--- src/rtl/rrsa_pkg.sv ---
// shared constants, codes and control types of the slot allocator
package rrsa_pkg;

   localparam int NUM_SLOTS = 8;
   localparam int SLOT_W    = (NUM_SLOTS > 1) ? $clog2(NUM_SLOTS) : 1;
   localparam int OWNER_W   = 16;
   localparam int PROTO_W   = 2;
   localparam int GRANT_W   = 3;
   localparam int ENTRY_W   = OWNER_W + PROTO_W;

   localparam logic [OWNER_W-1:0] NO_OWNER = {OWNER_W{1'b1}};

   // request kinds
   localparam logic [1:0] KIND_ALLOC = 2'd0;
   localparam logic [1:0] KIND_FREE  = 2'd1;
   localparam logic [1:0] KIND_CHECK = 2'd2;
   localparam logic [1:0] KIND_QUERY = 2'd3;

   // protocol codes
   localparam logic [PROTO_W-1:0] PROTO_NONE   = 2'd0;
   localparam logic [PROTO_W-1:0] PROTO_UNUSED = 2'd3;

   // result status codes
   localparam logic [1:0] STATUS_OK      = 2'd0;
   localparam logic [1:0] STATUS_FULL    = 2'd1;
   localparam logic [1:0] STATUS_INVALID = 2'd2;

   typedef struct packed {
      logic              load;
      logic              step;
      logic [SLOT_W-1:0] start;
   } scan_ctl_type;

   typedef struct packed {
      logic              hit;
      logic              miss;
      logic [SLOT_W-1:0] idx;
      logic [SLOT_W-1:0] idx_next;
   } scan_sts_type;

endpackage

--- src/rtl/rrsa_ram.sv ---
// generic single-write, single-read ram with registered read data
module rrsa_ram #(
   parameter int WIDTH = 8,
   parameter int DEPTH = 8
) (
   input  logic                                      clock,
   input  logic                                      wr_en,
   input  logic [((DEPTH > 1) ? $clog2(DEPTH) : 1)-1:0] wr_addr,
   input  logic [WIDTH-1:0]                          wr_data,
   input  logic [((DEPTH > 1) ? $clog2(DEPTH) : 1)-1:0] rd_addr,
   output logic [WIDTH-1:0]                          rd_data
);

   logic [WIDTH-1:0] mem_ff [DEPTH];
   logic [WIDTH-1:0] rd_data_ff;

   always_ff @(posedge clock) begin
      if (wr_en) begin
         mem_ff[wr_addr] <= wr_data;
      end
      rd_data_ff <= mem_ff[rd_addr];
   end

   assign rd_data = rd_data_ff;

endmodule

--- src/rtl/rrsa_scan.sv ---
// next-fit scan unit: tests one slot per cycle, wrapping around the table
module rrsa_scan (
   input  logic                          clock,
   input  logic                          reset,
   input  rrsa_pkg::scan_ctl_type        ctl,
   input  logic [rrsa_pkg::NUM_SLOTS-1:0] active,
   output rrsa_pkg::scan_sts_type        sts
);

   logic [rrsa_pkg::SLOT_W-1:0] idx_ff, idx_in;
   logic [rrsa_pkg::SLOT_W-1:0] count_ff, count_in;
   logic [rrsa_pkg::SLOT_W-1:0] idx_next;
   logic                        last_slot;

   // wrap after the highest slot
   assign idx_next  = (idx_ff == rrsa_pkg::SLOT_W'(rrsa_pkg::NUM_SLOTS - 1))
                      ? '0 : idx_ff + 1'b1;
   assign last_slot = (count_ff == rrsa_pkg::SLOT_W'(rrsa_pkg::NUM_SLOTS - 1));

   always_comb begin
      idx_in   = idx_ff;
      count_in = count_ff;
      if (ctl.load) begin
         idx_in   = ctl.start;
         count_in = '0;
      end else if (ctl.step) begin
         idx_in   = idx_next;
         count_in = count_ff + 1'b1;
      end
   end

   always_ff @(posedge clock) begin
      if (reset) begin
         idx_ff   <= '0;
         count_ff <= '0;
      end else begin
         idx_ff   <= idx_in;
         count_ff <= count_in;
      end
   end

   assign sts.hit      = !active[idx_ff];
   assign sts.miss     = active[idx_ff] && last_slot;
   assign sts.idx      = idx_ff;
   assign sts.idx_next = idx_next;

endmodule

--- src/rtl/round_robin_slot_allocator.sv ---
// top level of the next-fit connection slot allocator
//
// A table of connection slots, each with an active bit, a 16-bit owner and a
// 2-bit protocol. An item is taken when start is high and busy is low; the
// block then holds busy high until the item is done. Free, check and query
// do one ram read. Allocate scans one slot per cycle starting after the last
// granted slot until a slot is free or all were tested: the scan unit tests
// a single active bit each cycle. The result shows on the rsp_ ports for
// exactly one cycle with rsp_valid high, in the cycle in which busy falls;
// the receiver cannot stall it, and a new item may be started in that same
// cycle. Out-of-range slots on free, check and query give the invalid
// status and leave the table alone. The owner and protocol sit in a ram; an
// inactive slot reads as no owner and protocol none, so reset needs no pass.
module round_robin_slot_allocator (
   input  logic        clock,
   input  logic        reset,
   input  logic        start,
   output logic        busy,
   input  logic [1:0]  req_kind,
   input  logic [3:0]  req_slot,
   input  logic [15:0] req_client,
   input  logic [1:0]  req_protocol,
   output logic        rsp_valid,
   output logic [1:0]  rsp_status,
   output logic [2:0]  rsp_granted_slot,
   output logic        rsp_slot_active,
   output logic [15:0] rsp_slot_owner,
   output logic [1:0]  rsp_slot_protocol
);

   // sequencer states
   localparam logic [1:0] ST_IDLE = 2'd0;
   localparam logic [1:0] ST_SCAN = 2'd1;
   localparam logic [1:0] ST_LOOK = 2'd2;

   logic [1:0] state_ff, state_in;

   // latched item
   logic [1:0]                     kind_ff, kind_in;
   logic [rrsa_pkg::SLOT_W-1:0]    slot_ff, slot_in;
   logic                           valid_ff, valid_in;
   logic [rrsa_pkg::OWNER_W-1:0]   client_ff, client_in;
   logic [rrsa_pkg::PROTO_W-1:0]   proto_ff, proto_in;

   // table state
   logic [rrsa_pkg::NUM_SLOTS-1:0] active_ff, active_in;
   logic [rrsa_pkg::SLOT_W-1:0]    search_start_ff, search_start_in;

   // result registers
   logic                           rsp_valid_ff, rsp_valid_in;
   logic [1:0]                     status_ff, status_in;
   logic [rrsa_pkg::GRANT_W-1:0]   granted_ff, granted_in;
   logic                           act_ff, act_in;
   logic [rrsa_pkg::OWNER_W-1:0]   owner_ff, owner_in;
   logic [rrsa_pkg::PROTO_W-1:0]   prt_ff, prt_in;

   logic                           accept;
   logic                           req_valid;
   logic [rrsa_pkg::SLOT_W-1:0]    req_idx;

   rrsa_pkg::scan_ctl_type         scan_ctl;
   rrsa_pkg::scan_sts_type         scan_sts;

   logic                           ram_wr_en;
   logic [rrsa_pkg::ENTRY_W-1:0]   ram_wr_data;
   logic [rrsa_pkg::SLOT_W-1:0]    ram_rd_addr;
   logic [rrsa_pkg::ENTRY_W-1:0]   ram_rd_data;
   logic [rrsa_pkg::OWNER_W-1:0]   ram_owner;
   logic [rrsa_pkg::PROTO_W-1:0]   ram_proto;
   logic                           look_active;

   assign busy      = (state_ff != ST_IDLE);
   assign accept    = start && !busy;
   assign req_valid = (int'(req_slot) < rrsa_pkg::NUM_SLOTS);
   assign req_idx   = rrsa_pkg::SLOT_W'(req_slot);

   // ram read is issued at the accepting edge, data is ready in the look state
   assign ram_rd_addr = busy ? slot_ff : req_idx;
   assign ram_owner   = ram_rd_data[rrsa_pkg::ENTRY_W-1:rrsa_pkg::PROTO_W];
   assign ram_proto   = ram_rd_data[rrsa_pkg::PROTO_W-1:0];
   assign look_active = valid_ff && active_ff[slot_ff];

   // the scan is armed whenever an item is accepted; only allocate goes on to scan
   assign scan_ctl.load  = accept;
   assign scan_ctl.step  = (state_ff == ST_SCAN);
   assign scan_ctl.start = search_start_ff;

   rrsa_scan u_scan (
      .clock  (clock),
      .reset  (reset),
      .ctl    (scan_ctl),
      .active (active_ff),
      .sts    (scan_sts)
   );

   // owner and protocol written on a successful allocate only
   assign ram_wr_en   = (state_ff == ST_SCAN) && scan_sts.hit;
   assign ram_wr_data = {client_ff, proto_ff};

   rrsa_ram #(
      .WIDTH (rrsa_pkg::ENTRY_W),
      .DEPTH (rrsa_pkg::NUM_SLOTS)
   ) u_ram (
      .clock   (clock),
      .wr_en   (ram_wr_en),
      .wr_addr (scan_sts.idx),
      .wr_data (ram_wr_data),
      .rd_addr (ram_rd_addr),
      .rd_data (ram_rd_data)
   );

   always_comb begin
      state_in        = state_ff;
      kind_in         = kind_ff;
      slot_in         = slot_ff;
      valid_in        = valid_ff;
      client_in       = client_ff;
      proto_in        = proto_ff;
      active_in       = active_ff;
      search_start_in = search_start_ff;
      rsp_valid_in    = 1'b0;
      status_in       = status_ff;
      granted_in      = granted_ff;
      act_in          = act_ff;
      owner_in        = owner_ff;
      prt_in          = prt_ff;

      case (state_ff)
         ST_IDLE: begin
            if (accept) begin
               kind_in   = req_kind;
               slot_in   = req_idx;
               valid_in  = req_valid;
               client_in = req_client;
               // unused protocol code is stored as none
               proto_in  = (req_protocol == rrsa_pkg::PROTO_UNUSED)
                           ? rrsa_pkg::PROTO_NONE : req_protocol;
               state_in  = (req_kind == rrsa_pkg::KIND_ALLOC) ? ST_SCAN : ST_LOOK;
            end
         end
         ST_SCAN: begin
            if (scan_sts.hit || scan_sts.miss) begin
               rsp_valid_in = 1'b1;
               act_in       = 1'b0;
               owner_in     = rrsa_pkg::NO_OWNER;
               prt_in       = rrsa_pkg::PROTO_NONE;
               state_in     = ST_IDLE;
               if (scan_sts.hit) begin
                  active_in[scan_sts.idx] = 1'b1;
                  search_start_in         = scan_sts.idx_next;
                  status_in               = rrsa_pkg::STATUS_OK;
                  granted_in              = rrsa_pkg::GRANT_W'(scan_sts.idx);
               end else begin
                  // table full, next-fit pointer stays
                  status_in  = rrsa_pkg::STATUS_FULL;
                  granted_in = '0;
               end
            end
         end
         ST_LOOK: begin
            rsp_valid_in = 1'b1;
            state_in     = ST_IDLE;
            status_in    = valid_ff ? rrsa_pkg::STATUS_OK : rrsa_pkg::STATUS_INVALID;
            granted_in   = '0;
            act_in       = 1'b0;
            owner_in     = rrsa_pkg::NO_OWNER;
            prt_in       = rrsa_pkg::PROTO_NONE;
            case (kind_ff)
               rrsa_pkg::KIND_FREE: begin
                  // clearing the active bit returns the slot to reset contents
                  if (valid_ff) begin
                     active_in[slot_ff] = 1'b0;
                  end
               end
               rrsa_pkg::KIND_CHECK: begin
                  // a free slot never matches
                  if (look_active && (ram_owner == client_ff)) begin
                     status_in  = rrsa_pkg::STATUS_OK;
                     granted_in = rrsa_pkg::GRANT_W'(slot_ff);
                  end else begin
                     status_in  = rrsa_pkg::STATUS_INVALID;
                  end
               end
               rrsa_pkg::KIND_QUERY: begin
                  // inactive slot reads as no owner, protocol none
                  if (look_active) begin
                     act_in   = 1'b1;
                     owner_in = ram_owner;
                     prt_in   = ram_proto;
                  end
               end
               default: begin
                  state_in = ST_IDLE;
               end
            endcase
         end
         default: begin
            state_in = ST_IDLE;
         end
      endcase
   end

   always_ff @(posedge clock) begin
      if (reset) begin
         state_ff        <= ST_IDLE;
         active_ff       <= '0;
         search_start_ff <= '0;
         rsp_valid_ff    <= 1'b0;
      end else begin
         state_ff        <= state_in;
         active_ff       <= active_in;
         search_start_ff <= search_start_in;
         rsp_valid_ff    <= rsp_valid_in;
      end
   end

   // payload registers, no reset needed
   always_ff @(posedge clock) begin
      kind_ff    <= kind_in;
      slot_ff    <= slot_in;
      valid_ff   <= valid_in;
      client_ff  <= client_in;
      proto_ff   <= proto_in;
      status_ff  <= status_in;
      granted_ff <= granted_in;
      act_ff     <= act_in;
      owner_ff   <= owner_in;
      prt_ff     <= prt_in;
   end

   assign rsp_valid         = rsp_valid_ff;
   assign rsp_status        = status_ff;
   assign rsp_granted_slot  = granted_ff;
   assign rsp_slot_active   = act_ff;
   assign rsp_slot_owner    = owner_ff;
   assign rsp_slot_protocol = prt_ff;

endmodule

--- config.mk ---
export PLATFORM = sky130hd
export DESIGN_NAME = round_robin_slot_allocator
export DESIGN_NICKNAME = d
export VERILOG_FILES = /design/src/rtl/rrsa_pkg.sv /design/src/rtl/rrsa_ram.sv /design/src/rtl/rrsa_scan.sv /design/src/rtl/round_robin_slot_allocator.sv
export SDC_FILE = /design/constraint.sdc
export NUM_CORES = 1
export LEC_CHECK = 0
export BUFFER_PORTS_ARGS = -buffer_cell sky130_fd_sc_hd__clkbuf_2
export CORE_ASPECT_RATIO = 2
export CORE_UTILIZATION = 45
export DETAILED_ROUTE_END_ITERATION = 8
export MAX_ROUTING_LAYER = met4
export PLACE_DENSITY = 0.69
export SYNTH_ARGS = -nofsm -noshare
export SYNTH_HDL_FRONTEND = slang
export SYNTH_SLANG_ARGS = --single-unit
--- constraint.sdc ---
create_clock -name clock -period 4.7 [get_ports clock]
set_input_delay 0.705 -clock clock [delete_from_list [all_inputs] [get_ports clock]]
set_output_delay 0.705 -clock clock [all_outputs]
set_load 0.05 [all_outputs]
Word-level counts from Yosys, hierarchy flattened

Memories as Yosys holds them, arrays and structs flattened. A register that Yosys moved wholly into a read port is not among the register bits.
Index checks and enable logic that the tools add are counted.
W data, S select, Z words.

Add/subtract/negate cells: 2
Magnitude comparators: 5
Equal/unequal tests: 14
Muxes and demuxes: 47
Bitwise logic cells: 4
Reduce and logical (&&, ||, !) cells: 21

Operators by type and width:

| operator              | count |
|---|---|
| $mux W16              | 3 |
| $mux W8               | 4 |
| $pmux W16 S2          | 1 |
| $mux W3               | 8 |
| $mux W2               | 9 |
| $eq A16 B16 Y1        | 1 |
| $pmux W8 S2           | 1 |
| $pmux W2 S2           | 3 |
| $mux W1               | 11 |
| $and A8 B8 Y8         | 1 |
| $eq A2 B2 Y1 const B  | 4 |
| $lt A3 B4 Y1 const B  | 2 |
| $not A8 Y8            | 1 |
| $or A8 B8 Y8          | 1 |
| $logic_and A1 B1 Y1   | 7 |
| $add A3 B1 Y3 const B | 2 |
| $bmux W1 S3           | 2 |
| $demux W1 S3          | 2 |
| $eq A3 B3 Y1 const B  | 2 |
| $ge A3 B1 Y1 const B  | 2 |
| $ne A2 B2 Y1 const B  | 3 |
| $pmux W3 S2           | 1 |
| $reduce_and A2 Y1     | 3 |
| $reduce_bool A2 Y1    | 3 |
| other kinds (11)      | 16 |

Register bits: 68
Memory bits (writable): 144
Bits of input ports: 27
Output and inout bits: 26
Word-level logic and storage cells: 110
Memories: 1

Memory list:

| name         | words | width | rd ports | clocked after Yosys merged registers in | wr ports | RTL line       | RTL |
|---|---|---|---|---|---|---|---|
| u_ram.mem_ff | 8     | 18    | 1        | 1                                       | 1        | rrsa_ram.sv:14 | `logic [WIDTH-1:0] mem_ff [DEPTH];` |

Longest topological paths before layout

Depth in word-level cells: 9
Depth in mapped cells: 7
Depth with buffers taken out: 7

Modules after synthesis

A second synthesis with hierarchy kept.

Cells, all modules: 491
Area, all modules: 9008.6 µm²

Modules (own cells, without submodules):

| module                     | times used | cells an instance | area each (µm²) | sequential area each (µm²) |
|---|---|---|---|---|
| rrsa_ram                   | 1          | 239               | 5964.5          | 4684.5 |
| round_robin_slot_allocator | 1          | 215               | 2658.8          | 1721.7 |
| rrsa_scan                  | 1          | 37                | 385.4           | 120.1 |

Worst setup path after synthesis

OpenSTA, ideal clock, no wires.

Kind: flip-flop to flip-flop
Start point: register u_scan.idx_ff[0] (netlist bit)
End point: memory u_ram.mem_ff[0][0] (netlist bit) (enable)
Library setup time: 0.439 ns
Data arrival time: 3.152 ns
Data required time: 4.261 ns
Slack: 1.109 ns
Cell stages (with the launch flop): 7
Buffers on the path: 2
Period minus slack after synthesis: 3.591 ns
Cell sequence: dfxtp_1 buf_2 mux2_1 o22a_1 a21bo_1 clkbuf_1 nor4_1

Cells in the longest elaborated chain, start to end: 6

Ends and longest elaborated chain:

| item                          | RTL line                         | RTL |
|---|---|---|
| start: declaration            | rrsa_scan.sv:10                  | `logic [rrsa_pkg::SLOT_W-1:0] idx_ff, idx_in;` |
| start signal: assignment      | rrsa_scan.sv:37                  | `idx_ff <= idx_in;` |
| $bmux W1 S3                   | rrsa_scan.sv:42                  | `assign sts.hit = !active[idx_ff];` |
| $mux W1 (implied by the code) | rrsa_scan.sv:42                  |  |
| $logic_not A1 Y1              | rrsa_scan.sv:42                  |  |
| $logic_and A1 B1 Y1           | round_robin_slot_allocator.sv:97 | `assign ram_wr_en = (state_ff == ST_SCAN) && scan_sts.hit;` |
| $mux W1                       | rrsa_ram.sv:18                   | `if (wr_en) begin` |
| $mux W1 (implied by the code) | rrsa_ram.sv:19                   | `mem_ff[wr_addr] <= wr_data;` |
| end: declaration              | rrsa_ram.sv:14                   |  |

Parallel ways exist; a longest one is shown, timed or not. The select of a mux whose other input is x is not followed.

Worst setup path after layout

Start point: register state_ff[0]
End point: register u_ram.rd_data_ff[7], in the netlist u_ram.rd_data[7] (read register of u_ram.mem_ff)

Cells in the longest elaborated chain, start to end: 2

Ends and longest elaborated chain:

| item                     | RTL line                          | RTL |
|---|---|---|
| start: declaration       | round_robin_slot_allocator.sv:36  | `logic [1:0] state_ff, state_in;` |
| start signal: assignment | round_robin_slot_allocator.sv:210 | `state_ff <= state_in;` |
| $reduce_bool A2 Y1       | round_robin_slot_allocator.sv:72  | `assign busy = (state_ff != ST_IDLE);` |
| $mux W3                  | round_robin_slot_allocator.sv:78  | `assign ram_rd_addr = busy ? slot_ff : req_idx;` |
| end: declaration         | rrsa_ram.sv:15                    | `logic [WIDTH-1:0] rd_data_ff;` |

No other way between the ends.
A chain may end at the register's enable or synchronous reset.

==> run_results.csv <==
group,metric,value,unit
setup_path,cp_max_fo,14,
global_route,grt_pass1_wl,27.84,mm
clocking,post-cts-setup-buffers,0,
sta,min_period,2.976,ns
layout,fillers,1596,
sta,clock.fmax,336.0,MHz
setup_path,cp-start-kind,"flip-flop",
clocking,cts_resized,0,
placement,io_buffers,52,
yosys,synth_top_family_by_area,"multiplexers",
layout,final_nets,596,
clocking,clock-sinks,230,
yosys,muxShareOfSynthArea,0.1309,
layout,most-common-layout-cells,"edfxtp_1 (192), clkbuf_2 (52), dfxtp_1 (38)",
layout,n_antenna_cell,0,
setup_path,cp.required,5.08,ns
sta,tightest_slew,0.9591,ns
setup_path,worstSetupEndpointType,"flip-flop",
yosys,ys_async_sr_fraction,0,
global_route,grt_max_degree,37,
yosys,synth-simple-area-share,0.05419,
detailed_routing,first_iter_violations,213,
layout,seq_area,6526,um2
sta,fin_crit_sh,0.6333,
sta,skew,0.007851,ns
yosys,synth_compound_area_frac,0.04148,
global_route,grt_usage,0.1914,
detailed_routing,drt_first_pass_iters,4,
setup_path,slowest_delay,0.79,ns
clocking,root_buffer,"clkbuf_16",
yosys,syn-instance-count,498,
yosys,yosysWarnings,0,
detailed_routing,routed-wl-met3,684,um
layout,layout_commonest_cell,"edfxtp_1",
yosys,synth_adder_area_share,0.009777,
setup_path,cp_num_buf_inv,2,
sta,hold_viol,0,
clocking,cts_tree,"done",
yosys,ys_top_cells_by_area,"edfxtp_1 (64%), mux4_2 (9.1%), dfxtp_1 (8.5%)",
hold_path,holdCritPathClass,"in2reg",
detailed_routing,wl_per_cell,21.49,um
setup_path,path_cells,"inv_1 > ha_1 > mux2i_4 > buf_4 > mux4_2 > mux2_2",
yosys,ys.flop_type,"edfxtp_1",
yosys,synth-xor-area-share,0.01662,
floorplanning,die_w,101.8,um
floorplanning,die_area,20510,um2
yosys,yosysTopAreaCellShare,0.6436,
yosys,synth-seq-cells,230,
detailed_routing,via_count,4655,
yosys,seq_area_frac_synth,0.7285,
layout,fin_area,10290,um2
global_route,grt_overflow,0,
setup_path,crit_slowest_cell,"mux2i_4",
detailed_routing,routed.top_layer,"met4",
layout,drive_gt1_frac,0.2899,
placement,hpwlAfterDp,11.55,mm
yosys,yosysTopAreaCell,"edfxtp_1",
floorplanning,initial_core_util,0.4604,
yosys,ys_types,47,
detailed_routing,routed_via_density,5.575,
global_route,antenna_found_initial,0,
yosys,synth_edf_count,192,
floorplanning,ioPinCount,53,
placement,place.gp.congestion,0.8396,
setup_path,crit_family,"multiplexers",
detailed_routing,drt_wl_total,17.95,mm
clocking,hold_buffers,0,
clocking,clk_latency,0.49,ns
setup_path,crit_arrival,3.36,ns
floorplanning,coreArea,19460,um2
sta,fin_setup_tns,0,ns
sta,setup_violations,0,
detailed_routing,ant_nets,0,
sta,drv_slew,0,
sta,fin_hold_ws,0.3842,ns
yosys,synth_area_per_cell,17.99,um2
detailed_routing,drc,0,
clocking,clock_path_buffers,3,
outcome,status,"finished clean",
layout,multiInputGateArea,2313,um2
detailed_routing,wl_met2,10.50,mm
clocking,numCtsBuffers,20,
flow_run,cap_violations,0,
yosys,syn_nets,532,
layout,area_delta_synth_final,14.90,%
sta,rsz0062_at_grt,"no",
yosys,synth_area,8959,um2
pwr,leakagePower,3.361,nW
global_route,grt_pass1_vias,5055,
clocking,htreeDepth,1,
detailed_routing,wirelength_met1,6.219,mm
placement,placed_area,9574,um2
sta,relSlewSlack,0.3470,
floorplanning,rows,72,
pwr,vdd_drop_max,0.3249,mV
clocking,path_clk_slew,0.07,ns
setup_path,worstSetupPathType,"reg2reg",
floorplanning,die_h,201.5,um
pwr,p_per_area,432.0,nW/um2
Yosys cell counts, types with 2 or more instances:
library cell and number:
edfxtp_1 192, dfxtp_1 38, mux4_2 36, mux2_2 18, nor2_1 18, or3_1 17, xor2_1 15, nand3_1 13
inv_1 11, buf_2 10, clkbuf_1 10, mux2i_1 10, nor3_1 10, a211oi_1 9, nand2_1 9, ha_1 7
a21oi_1 6, nand2b_1 6, o41ai_1 6, a31oi_1 5, o21ai_1 5, nor4_1 4, a41oi_1 3, and2_1 3
buf_4 3, nor2b_1 3, o21ai_0 3, o22a_1 3, a21oi_2 2, and3_1 2, mux2_1 2, o32ai_1 2
or3b_1 2, xnor2_1 2
path summary, 6_finish.rpt:
path	startpoint	to	slack, ns	depth (start not counted)
setup / recovery	state_ff[0]$_SDFFE_PP0P_	u_ram.rd_data[7]$_DFF_P_	1.72	6
hold / removal	req_client[7]	client_ff[7]$_DFFE_PP_	0.38	1
setup reg to reg	state_ff[0]$_SDFFE_PP0P_	u_ram.rd_data[7]$_DFF_P_	1.72	6
hold reg to reg	search_start_ff[1]$_SDFFE_PP0P_	search_start_ff[1]$_SDFFE_PP0P_	0.46	2
cell type report:
| type | instances | area share |
|---|---|---|
| timing repair buffer | 66 | 0.03549 |
| sequential | 230 | 0.6340 |
| clock buffer | 25 | 0.05543 |
| inverter | 12 | 0.004376 |
| tap | 259 | 0.03148 |
| multi-input combinational | 232 | 0.2247 |
| clock inverter | 11 | 0.01446 |
logic make-up after synthesis:
| logic type | count (synthesis) |
|---|---|
| DFF | 230 |
| AOI/OAI and AO/OA | 49 |
| and+or+nand+nor | 91 |
| adders and majority gates | 7 |
| xor gates and xnor gates | 17 |
| muxes | 68 |
| buffers and inverters | 36 |
through the flow:
step / power [mW] / util / instances / worst slack, ns
floorplan: 2.625 / - / 498 / 1.109
global placement: 2.722 / 0.4920 / 799 / 1.742
detailed placement: 2.734 / 0.4920 / 799 / 1.700
CTS: 4.486 / 0.5290 / 835 / 1.681
global route: 4.581 / 0.5290 / 835 / 1.532
finish: 4.446 / 0.5290 / 835 / 1.724
where the power goes:
group	switching [mW]	internal (mW)
sequential	0.0666	2.28
combinational	0.191	0.145
clock	0.725	1.04
total	0.982	3.46
state kept, by name, summed over array words and instances, names as in the netlist, 3 cells and up:
name,cells
active_ff,8
client_ff,16
rsp_granted_slot,3
rsp_slot_owner,16
search_start_ff,3
slot_ff,3
u_ram.mem_ff,144
u_ram.rd_data,18
u_scan.count_ff,3
u_scan.idx_ff,3
per-layer routing:
layer,GRT usage,vias to the layer above
li1,-,2106
met1,0.1977,2364
met2,0.3564,143
met3,0.02154,42
met4,0.07712,0
met5,-,-
(Power assumes the default switching activity.)
